[src/csvt_pkg.sv]
// Types and constants shared by the CSV byte tokenizer.
`timescale 1ns / 1ps

package csvt_pkg;

    // Special characters
    localparam logic [7:0] CH_COMMA   = 8'h2C;
    localparam logic [7:0] CH_NEWLINE = 8'h0A;
    localparam logic [7:0] CH_QUOTE   = 8'h22;

    // field_end codes
    localparam logic [1:0] FEND_NONE     = 2'd0;
    localparam logic [1:0] FEND_UNQUOTED = 2'd1;
    localparam logic [1:0] FEND_QUOTED   = 2'd2;

    // delimiter codes
    localparam logic [1:0] DELIM_NONE   = 2'd0;
    localparam logic [1:0] DELIM_COMMA  = 2'd1;
    localparam logic [1:0] DELIM_RECORD = 2'd2;
    localparam logic [1:0] DELIM_EOI    = 2'd3;

    // error codes
    localparam logic [1:0] ERR_NONE         = 2'd0;
    localparam logic [1:0] ERR_QUOTE_IN_FLD = 2'd1;
    localparam logic [1:0] ERR_OPEN_QUOTE   = 2'd2;

    // Scan mode between bytes
    typedef enum logic [1:0] {
        MODE_IDLE   = 2'd0,
        MODE_FIELD  = 2'd1,
        MODE_QFIELD = 2'd2,
        MODE_QSEEN  = 2'd3
    } mode_t;

    typedef struct packed {
        logic [7:0] in_byte;
        logic       end_of_text;
    } in_item_t;

    typedef struct packed {
        logic [7:0] content_byte;
        logic       content_valid;
        logic       field_start;
        logic [1:0] field_end;
        logic [1:0] delimiter;
        logic [1:0] error_code;
    } out_item_t;

endpackage

[src/csv_byte_tokenizer_unit.sv]
// Top level of the CSV byte tokenizer: mode logic and result register.
`timescale 1ns / 1ps

// CSV byte tokenizer. Takes one text byte (or an end-of-text mark) per
// transfer and returns exactly one result per transfer: content byte, field
// start/end marks, delimiter and error code. Throughput is one item per
// clock unless the output stalls; the result is written into the output
// register when the input transfer is taken. The only stall comes from the
// single output register: in_ready is low while a result waits and
// out_ready is low. Once an error is detected the block repeats that error
// code for every later item until rst_n is asserted.
module csv_byte_tokenizer_unit (
    input  logic                clk,
    input  logic                rst_n,
    input  logic                in_valid,
    output logic                in_ready,
    input  csvt_pkg::in_item_t  in_data,
    output logic                out_valid,
    input  logic                out_ready,
    output csvt_pkg::out_item_t out_data
);

    csvt_pkg::mode_t     mode_reg;
    csvt_pkg::mode_t     mode_next;
    logic [1:0]          halted_reg;
    logic [1:0]          halted_next;
    logic                out_valid_reg;
    csvt_pkg::out_item_t out_reg;
    csvt_pkg::out_item_t out_next;

    logic       accept;
    logic [7:0] b;
    logic       eot;
    logic       is_comma;
    logic       is_nl;
    logic       is_quote;

    assign in_ready  = !out_valid_reg || out_ready;
    assign accept    = in_valid && in_ready;
    assign out_valid = out_valid_reg;
    assign out_data  = out_reg;

    assign b        = in_data.in_byte;
    assign eot      = in_data.end_of_text;
    assign is_comma = (b == csvt_pkg::CH_COMMA);
    assign is_nl    = (b == csvt_pkg::CH_NEWLINE);
    assign is_quote = (b == csvt_pkg::CH_QUOTE);

    // Next mode and latched error
    always_comb
    begin
        mode_next   = mode_reg;
        halted_next = halted_reg;
        if (halted_reg != csvt_pkg::ERR_NONE)
        begin
            mode_next = mode_reg;
        end
        else if (eot)
        begin
            if (mode_reg == csvt_pkg::MODE_QFIELD)
                halted_next = csvt_pkg::ERR_OPEN_QUOTE;
            else
                mode_next = csvt_pkg::MODE_IDLE;
        end
        else
        begin
            unique case (mode_reg)
                csvt_pkg::MODE_FIELD:
                begin
                    if (is_quote)
                        halted_next = csvt_pkg::ERR_QUOTE_IN_FLD;
                    else if (is_comma || is_nl)
                        mode_next = csvt_pkg::MODE_IDLE;
                end
                csvt_pkg::MODE_QFIELD:
                begin
                    if (is_quote)
                        mode_next = csvt_pkg::MODE_QSEEN;
                end
                csvt_pkg::MODE_QSEEN:
                begin
                    // doubled quote stays in the field; else dispatch as idle
                    if (is_quote)
                        mode_next = csvt_pkg::MODE_QFIELD;
                    else if (is_comma || is_nl)
                        mode_next = csvt_pkg::MODE_IDLE;
                    else
                        mode_next = csvt_pkg::MODE_FIELD;
                end
                csvt_pkg::MODE_IDLE:
                begin
                    if (is_comma || is_nl)
                        mode_next = csvt_pkg::MODE_IDLE;
                    else if (is_quote)
                        mode_next = csvt_pkg::MODE_QFIELD;
                    else
                        mode_next = csvt_pkg::MODE_FIELD;
                end
                default:
                    mode_next = csvt_pkg::MODE_IDLE;
            endcase
        end
    end

    // Result for the current item
    always_comb
    begin
        out_next = '0;
        if (halted_reg != csvt_pkg::ERR_NONE)
        begin
            out_next.error_code = halted_reg;
        end
        else if (eot)
        begin
            if (mode_reg == csvt_pkg::MODE_QFIELD)
            begin
                out_next.error_code = csvt_pkg::ERR_OPEN_QUOTE;
            end
            else
            begin
                if (mode_reg == csvt_pkg::MODE_FIELD)
                    out_next.field_end = csvt_pkg::FEND_UNQUOTED;
                else if (mode_reg == csvt_pkg::MODE_QSEEN)
                    out_next.field_end = csvt_pkg::FEND_QUOTED;
                out_next.delimiter = csvt_pkg::DELIM_EOI;
            end
        end
        else
        begin
            unique case (mode_reg)
                csvt_pkg::MODE_FIELD:
                begin
                    if (is_quote)
                    begin
                        out_next.error_code = csvt_pkg::ERR_QUOTE_IN_FLD;
                    end
                    else if (is_comma)
                    begin
                        out_next.field_end = csvt_pkg::FEND_UNQUOTED;
                        out_next.delimiter = csvt_pkg::DELIM_COMMA;
                    end
                    else if (is_nl)
                    begin
                        out_next.field_end = csvt_pkg::FEND_UNQUOTED;
                        out_next.delimiter = csvt_pkg::DELIM_RECORD;
                    end
                    else
                    begin
                        out_next.content_byte  = b;
                        out_next.content_valid = 1'b1;
                    end
                end
                csvt_pkg::MODE_QFIELD:
                begin
                    if (!is_quote)
                    begin
                        out_next.content_byte  = b;
                        out_next.content_valid = 1'b1;
                    end
                end
                csvt_pkg::MODE_QSEEN:
                begin
                    if (is_quote)
                    begin
                        out_next.content_byte  = csvt_pkg::CH_QUOTE;
                        out_next.content_valid = 1'b1;
                    end
                    else
                    begin
                        out_next.field_end = csvt_pkg::FEND_QUOTED;
                        if (is_comma)
                            out_next.delimiter = csvt_pkg::DELIM_COMMA;
                        else if (is_nl)
                            out_next.delimiter = csvt_pkg::DELIM_RECORD;
                        else
                        begin
                            out_next.content_byte  = b;
                            out_next.content_valid = 1'b1;
                            out_next.field_start   = 1'b1;
                        end
                    end
                end
                csvt_pkg::MODE_IDLE:
                begin
                    if (is_comma)
                        out_next.delimiter = csvt_pkg::DELIM_COMMA;
                    else if (is_nl)
                        out_next.delimiter = csvt_pkg::DELIM_RECORD;
                    else if (is_quote)
                        out_next.field_start = 1'b1;
                    else
                    begin
                        out_next.content_byte  = b;
                        out_next.content_valid = 1'b1;
                        out_next.field_start   = 1'b1;
                    end
                end
                default:
                    out_next = '0;
            endcase
        end
    end

    // Control state
    always_ff @(posedge clk or negedge rst_n)
    begin
        if (!rst_n)
        begin
            mode_reg      <= csvt_pkg::MODE_IDLE;
            halted_reg    <= csvt_pkg::ERR_NONE;
            out_valid_reg <= 1'b0;
        end
        else
        begin
            if (accept)
            begin
                mode_reg   <= mode_next;
                halted_reg <= halted_next;
            end
            if (accept)
                out_valid_reg <= 1'b1;
            else if (out_ready)
                out_valid_reg <= 1'b0;
        end
    end

    // Result payload
    always_ff @(posedge clk)
    begin
        if (accept)
            out_reg <= out_next;
    end

    // Once halted, the latched error never changes
    assert property (@(posedge clk) disable iff (!rst_n)
        (halted_reg != csvt_pkg::ERR_NONE) |=> (halted_reg == $past(halted_reg)))
        else $error("latched error changed while halted");

    // An item taken while halted answers with the latched code
    assert property (@(posedge clk) disable iff (!rst_n)
        (accept && halted_reg != csvt_pkg::ERR_NONE)
        |=> (out_valid && out_data.error_code == $past(halted_reg)))
        else $error("halted result does not repeat the error code");

    // An error result carries nothing else
    assert property (@(posedge clk) disable iff (!rst_n)
        (out_valid && out_data.error_code != csvt_pkg::ERR_NONE)
        |-> (!out_data.content_valid && !out_data.field_start
             && out_data.field_end == csvt_pkg::FEND_NONE
             && out_data.delimiter == csvt_pkg::DELIM_NONE))
        else $error("error result has other fields set");

    // Content and a delimiter never come in the same result
    assert property (@(posedge clk) disable iff (!rst_n)
        (out_valid && out_data.content_valid)
        |-> (out_data.delimiter == csvt_pkg::DELIM_NONE))
        else $error("content byte together with a delimiter");

endmodule

[config.mk]
export PLATFORM = sky130hd
export DESIGN_NAME = csv_byte_tokenizer_unit
export DESIGN_NICKNAME = d
export VERILOG_FILES = /design/src/csvt_pkg.sv /design/src/csv_byte_tokenizer_unit.sv
export SDC_FILE = /design/constraint.sdc
export NUM_CORES = 1
export LEC_CHECK = 0
export ABC_AREA = 1
export BUFFER_PORTS_ARGS = -buffer_cell sky130_fd_sc_hd__buf_2
export CAP_MARGIN = 20
export CORE_ASPECT_RATIO = 1.75
export CORE_MARGIN = 5
export CORE_UTILIZATION = 45
export CTS_CLUSTER_DIAMETER = 200
export DETAILED_ROUTE_END_ITERATION = 7
export GPL_TIMING_DRIVEN = 1
export PLACE_DENSITY_LB_ADDON = 0.12
export SLEW_MARGIN = 25
export SYNTH_ARGS = -nofsm -noshare
export SYNTH_HDL_FRONTEND = slang
export SYNTH_SLANG_ARGS = --single-unit
[constraint.sdc]
create_clock -name clk -period 2 [get_ports clk]
set_input_delay 0.4 -clock clk [delete_from_list [all_inputs] [get_ports clk]]
set_output_delay 0.4 -clock clk [all_outputs]
set_load 0.05 [all_outputs]
==> reports/results.ini, run 1 <==
[flow_run]
max_cap_viol_count = 0

[placed_design]
pre_cts_ws_ns = 0.296
routabilityCongestion = 0.876
detailed_place_hpwl_mm = 2.39
io_buffers = 30
dp.cells = 206

[die]
die_height_um = 80.8
pin_count = 31
die_w_um = 50.4
num_rows = 25
initial_utilization = 0.473
core-area_mm2 = 0.00272
die_area_mm2 = 0.00407

[synth]
synth_top_family_by_area = simple AND/OR/NAND/NOR gates
synth_area_leader_cell = edfxtp_1
seq_area_frac_synth = 0.470
ys_warn_count = 0
synth_compound_area_frac = 0.0836
synth-simple-area-share = 0.328
syn_inst = 150
synth_top_cell_area_share = 0.373
yosys.area_share.adder = 0.0389
muxShareOfSynthArea = 0
syn_area_per_cell_um2 = 8.58
netlist_area_mm2 = 0.00129
synth_cell_types = 29
synthTopCellsByArea = edfxtp_1 37%, dfrtp_1 9.7%, nand2_1 8.2%
syn_nets = 167
synthXorXnorAreaFrac = 0
synth-seq-cells = 21

[clock_network]
hold_buffers = 1
post_cts_resize_count = 0
max-clock-path-buffers = 2
cts.sinks = 21
cts_tree = yes
cts-buffers-inserted = 3
cts_root_buf = clkbuf_8
clk-insertion-delay-late_ns = 0.26
clk_pin_slew_worst_paths_ns = 0.08
htreeDepth = 1
postCtsSetupBuffers = 0

[worst_setup_path]
max_stage_delay_ns = 0.40
end_kind = register
startpoint_type = register
worstPathMaxFanout = 9
worstSetupPathType = register to register
cp_cell_sequence = inv_1, ha_1, nor4_1, buf_4, nor3_1
cp_num_buf_inv = 2
slowest_stage = dfrtp_1
cp_top_family = flip-flops
cp.required_ns = 2.01
arrival_ns = 1.62

[timing]
finalHoldViolCount = 0
tns_ns = 0
rsz0062_at_grt = no
slew_headroom = 0.735
fin_hold_ws_ns = 0.384
drv_slew = 0
layout_setup_ws_ns = 0.390
fin_worst_skew_ns = 0.00400
max_freq_ghz = 0.621
period_share = 0.805
period_needed_ns = 1.61
worst_pin_slew_ns = 0.397
setup_viol = 0

[detailed_routing]
viasPerCell = 5.41
routed_wl_mm = 2.95
drcViolationCount = 0
antenna_left = 0
vias = 1141
drt_iter0_drc = 52
routedWlPerCell_um = 14.0
drt_first_pass_iters = 4

[cells_and_area]
syn_to_final_growth_pct = 18.3
n_antenna_cell = 0
largest_register_ffs = 16
drive_above_1_share = 0.293
stdcell_count = 211
final_nets = 202

[global_route]
grt_max_degree = 13
overflow = 0
grt_usage = 0.155
grt_pass1_vias = 1164
grt_pass1_wl_mm = 5.00
antenna_found_initial = 0

[pwr]
fin_total_pwr_uw = 915
pwr-share-clk = 0.298
peakVddDrop_mv = 0.495
power_density_mw_per_mm2 = 601
p_leak_nw = 0.701
switching_share = 0.279
switchingPower_uw = 255
power.internal_uw = 660
power_frac_seq = 0.536
comb_power_share = 0.166

[outcome]
status = complete, no violations

[min_path]
hold_path.class = input port to register

==> metrics by stage <==
step,area [um2],utilization
2_1_floorplan,1290,-
3_3_place_gp,1470,0.539
3_5_place_dp,1470,0.539
4_1_cts,1520,0.560
5_1_grt,1520,0.560
6_report,1520,0.560
==> power groups by stage <==
stage               clock network, mW  registers (mW)  logic (mW)
finish                          0.272           0.491       0.152
global route                    0.295           0.492       0.163
CTS                             0.279           0.490       0.153
detailed placement                  0           0.500       0.152
global placement                    0           0.500       0.150
floorplan                           0           0.562      0.0429
==> cell usage after synthesis (all sizes together) <==
library cell and instances:
o211ai 1, o21bai 1, o21a 1, buf 2, a211oi 1, nand4 4, nor2b 1, nor4 1
nand3b 1, o31ai 1, clkbuf 1, edfxtp 16, nand3 17, nand2 36, nor2 17, nor3 5
dfrtp 5, inv 22, o21ai 5, ha 4, a21oi 8
==> worst min-delay path, cell delays in order <==
cell and delay [ns]:
buf_2 0.08, nand2_1 0.07, nand2_1 0.06
==> final cells by class <==
type	count	area, um2
fillers	257	1200
flip-flops and latches	21	606
multi-input cells	104	579
repair buffers	33	175
inverters	22	82.6
clock buffers	3	41.3
well taps	27	33.8
clock inverters	1	5.00
==> kinds of logic (layout without fill, tap and decap cells) <==
kind of cell    after synthesis  in the layout
buf+inv                      25             59
simple gates                 82             82
flops                        21             21
compound gates               18             18
fa+ha+maj                     4              4
==> path summary, 6_finish.rpt <==
kind / from / end / slack (ns) / depth (start not counted)
max in group asynchronous: rst_n / halted_reg[1] / 1.39 / 2
min in group asynchronous: rst_n / mode_reg[0] / 0.48 / 2
setup / recovery: mode_reg[0] / out_data[14] / 0.39 / 5
hold reg to reg: halted_reg[0] / halted_reg[0] / 0.54 / 2
hold / removal: in_valid / out_valid / 0.38 / 3
setup reg to reg: mode_reg[0] / out_data[14] / 0.39 / 5
==> routing by layer <==
metal | part of all wire | up-vias | routed length [um] | GRT usage
met4 | 0.040 | 0 | 118 | 0.0870
met5 | 0 | - | 0 | 0
met2 | 0.53 | 48 | 1570 | 0.291
li1 | - | 568 | - | -
met1 | 0.37 | 515 | 1080 | 0.159
met3 | 0.062 | 10 | 184 | 0.0220
==> placed cells by master (no fill, tap or decap), types with 2 or more instances in the layout <==
cell type	n
buf_2	30
nand2_1	28
inv_1	21
edfxtp_1	16
nand3_1	14
nor2_1	13
a21oi_1	8
nand2_2	6
nor3_1	5
dfrtp_1	5
nand4_1	4
ha_1	4
nor2_2	3
nand3_2	3
o21ai_1	3
clkbuf_8	3
nand2_4	2
o21ai_0	2
buf_4	2
Note: power is estimated with default switching activity, not from simulation.
==> run 2: changes to the inputs <==
Clock period 2 ns to 1.67 ns, I/O delays scaled along.
==> run 2 against run 1 <==
  * Largest cell class unchanged
  * Highest routed layer unchanged
  * First-iteration DRC count up 5.8%
  * Clock power rose by 24%
  * Critical path depth is the same
  * Largest power group unchanged
  * Critical path type unchanged
==> reports/results.ini, run 2 (same netlist as run 1, synthesis figures left out) <==
[outcome]
status = complete, no violations

[pwr]
p_leak_nw = 0.710  ; +1.3%
pwr-share-clk = 0.304  ; +0.006
switching_share = 0.287  ; +0.00775
peakVddDrop_mv = 0.686  ; +39%
comb_power_share = 0.166  ; about the same
power_frac_seq = 0.530  ; -0.006
power.internal_uw = 792  ; +20%
power_density_mw_per_mm2 = 714  ; +19%
switchingPower_uw = 318  ; +25%

[worst_setup_path]
startpoint_type = register
end_kind = register
cp.required_ns = 1.69  ; -0.32 ns
r2r-start = mode_reg[1]
arrival_ns = 1.53  ; -0.09 ns
worstPathMaxFanout = 7  ; -2
rrSetupSlack_ns = 0.16  ; -0.23 ns
r2r_cells = 5  ; unchanged
worstSetupPathType = register to register
r2r_end = out_data[15]

[min_path]
hp-start = out_ready
hold_path.class = input port to register
hold_path_depth = 4  ; +1
holdPathEnd = out_valid

[die]
die_height_um = 80.8  ; unchanged
die_area_mm2 = 0.00407  ; unchanged
num_rows = 25  ; unchanged
initial_utilization = 0.473  ; unchanged
pin_count = 31  ; unchanged
die_w_um = 50.4  ; unchanged
core-area_mm2 = 0.00272  ; unchanged

[global_route]
antenna_found_initial = 0  ; unchanged
overflow = 0  ; unchanged
grt_pass1_vias = 1238  ; +6.4%
grt_max_degree = 17  ; +4
grt_pass1_wl_mm = 5.22  ; +4.4%
grt_usage = 0.163  ; +0.00721

[placed_design]
io_buffers = 30  ; unchanged
detailed_place_hpwl_mm = 2.50  ; +4.7%
routabilityCongestion = 0.956  ; +9.2%
dpl_cell_area_mm2 = 0.00150  ; +2.0%
dp.cells = 209  ; +1.5%

[timing]
tns_ns = 0  ; unchanged
fin_hold_ws_ns = 0.312  ; -0.0717 ns
worst_pin_slew_ns = 0.382  ; -0.0156 ns
fin_worst_skew_ns = 0.00158  ; -0.00242 ns
slew_headroom = 0.745  ; +0.0104
setup_viol = 0  ; unchanged
finalHoldViolCount = 0  ; unchanged
period_needed_ns = 1.51  ; -0.0973 ns
max_freq_ghz = 0.661  ; +6.4%
drv_slew = 0  ; unchanged
period_share = 0.906  ; +0.101
rsz0062_at_grt = no

[clock_network]
max-clock-path-buffers = 2  ; unchanged
clk_pin_slew_worst_paths_ns = 0.08  ; about the same
cts-buffers-inserted = 3  ; unchanged
clk-insertion-delay-late_ns = 0.26  ; about the same
htreeDepth = 1  ; unchanged
cts_tree = yes
cts.sinks = 21  ; unchanged
cts_root_buf = clkbuf_8

[detailed_routing]
viasPerCell = 5.51  ; +2.0%
antenna_left = 0  ; unchanged
drt_first_pass_iters = 4  ; unchanged
vias = 1180  ; +3.4%
routedWlPerCell_um = 14.5  ; +3.8%
drt_iter0_drc = 55  ; +5.8%
routed_wl_mm = 3.10  ; +5.3%
drcViolationCount = 0  ; unchanged

[cells_and_area]
nFillCells = 254  ; -1.2%
utilization = 0.571  ; +0.0120
multiInputGateArea_um2 = 584  ; +0.86%
stdcell_count = 214  ; +1.4%
seq_area_um2 = 607  ; +0.21%
n_antenna_cell = 0  ; unchanged
largest_register_ffs = 16  ; unchanged
stdcell_area_mm2 = 0.00156  ; +2.1%
final_common_cell = buf_2
final_nets = 205  ; +1.5%
syn_to_final_growth_pct = 20.8
mostFrequentLayoutCells = 30 x buf_2, 27 x nand2_1, 19 x inv_1
drive_above_1_share = 0.332  ; +0.0381

[flow_run]
max_cap_viol_count = 0  ; unchanged

-- run 2: power groups by stage --
| stage | Sequential (mW) | Combinational (mW) | Clock, mW |
|---|---|---|---|
| floorplan | 0.674 | 0.0535 | 0 |
| global placement | 0.600 | 0.182 | 0 |
| detailed placement | 0.600 | 0.184 | 0 |
| CTS | 0.589 | 0.186 | 0.341 |
| global route | 0.591 | 0.198 | 0.361 |
| finish | 0.589 | 0.184 | 0.337 |
-- run 2: what timing repair did --
item / CTS / global route
hold buffers: 1 / 0
setup endpoints to repair: 0 / 5
setup buffers: 0 / 0
gates resized for setup: 0 / 3
hold endpoints to repair: 5 / 0
-- run 2: final cells by class --
cell class                      count  area share
Inverter                           22      0.0555
Clock inverter                      1     0.00322
Sequential cell                    21       0.390
Timing Repair Buffer               36       0.127
Multi-Input combinational cell    104       0.376
Clock buffer                        3      0.0265
Tap cell                           27      0.0217
-- run 2: worst max-delay path by stage --
| stage | startpoint | end | cells past startpoint |
|---|---|---|---|
| after floorplan | out_valid | halted_reg[1] | 4 |
| after global placement | in_data[2] | out_data[11] | 9 |
| after detailed placement | in_data[5] | out_data[10] | 9 |
| after CTS | halted_reg[0] | out_data[6] | 5 |
| after global routing | mode_reg[1] | out_data[8] | 5 |
| final | mode_reg[1] | out_data[15] | 5 |
-- run 2: per-stage QoR --
step / power, mW / setup slack, ns
3_3_place_gp: 0.781 / 0.0856
2_1_floorplan: 0.728 / 0.0679
5_1_grt: 1.15 / 0.00237
6_report: 1.11 / 0.157
3_5_place_dp: 0.784 / 0.0327
4_1_cts: 1.12 / 0.116
-- run 2: critical path, stage by stage, from the launching register on --
cell and delay, ns:
dfrtp_1 0.39, inv_1 0.08, ha_1 0.28, nor4_1 0.31
buf_4 0.17, nor3_1 0.04
-- run 2: routing by layer --
metal	up-vias	wire length [um]	GRT usage
met3	14	192	0.0202
met2	54	1780	0.324
met4	0	123	0.0895
li1	575	-	-
met1	537	1000	0.151
met5	-	0	0
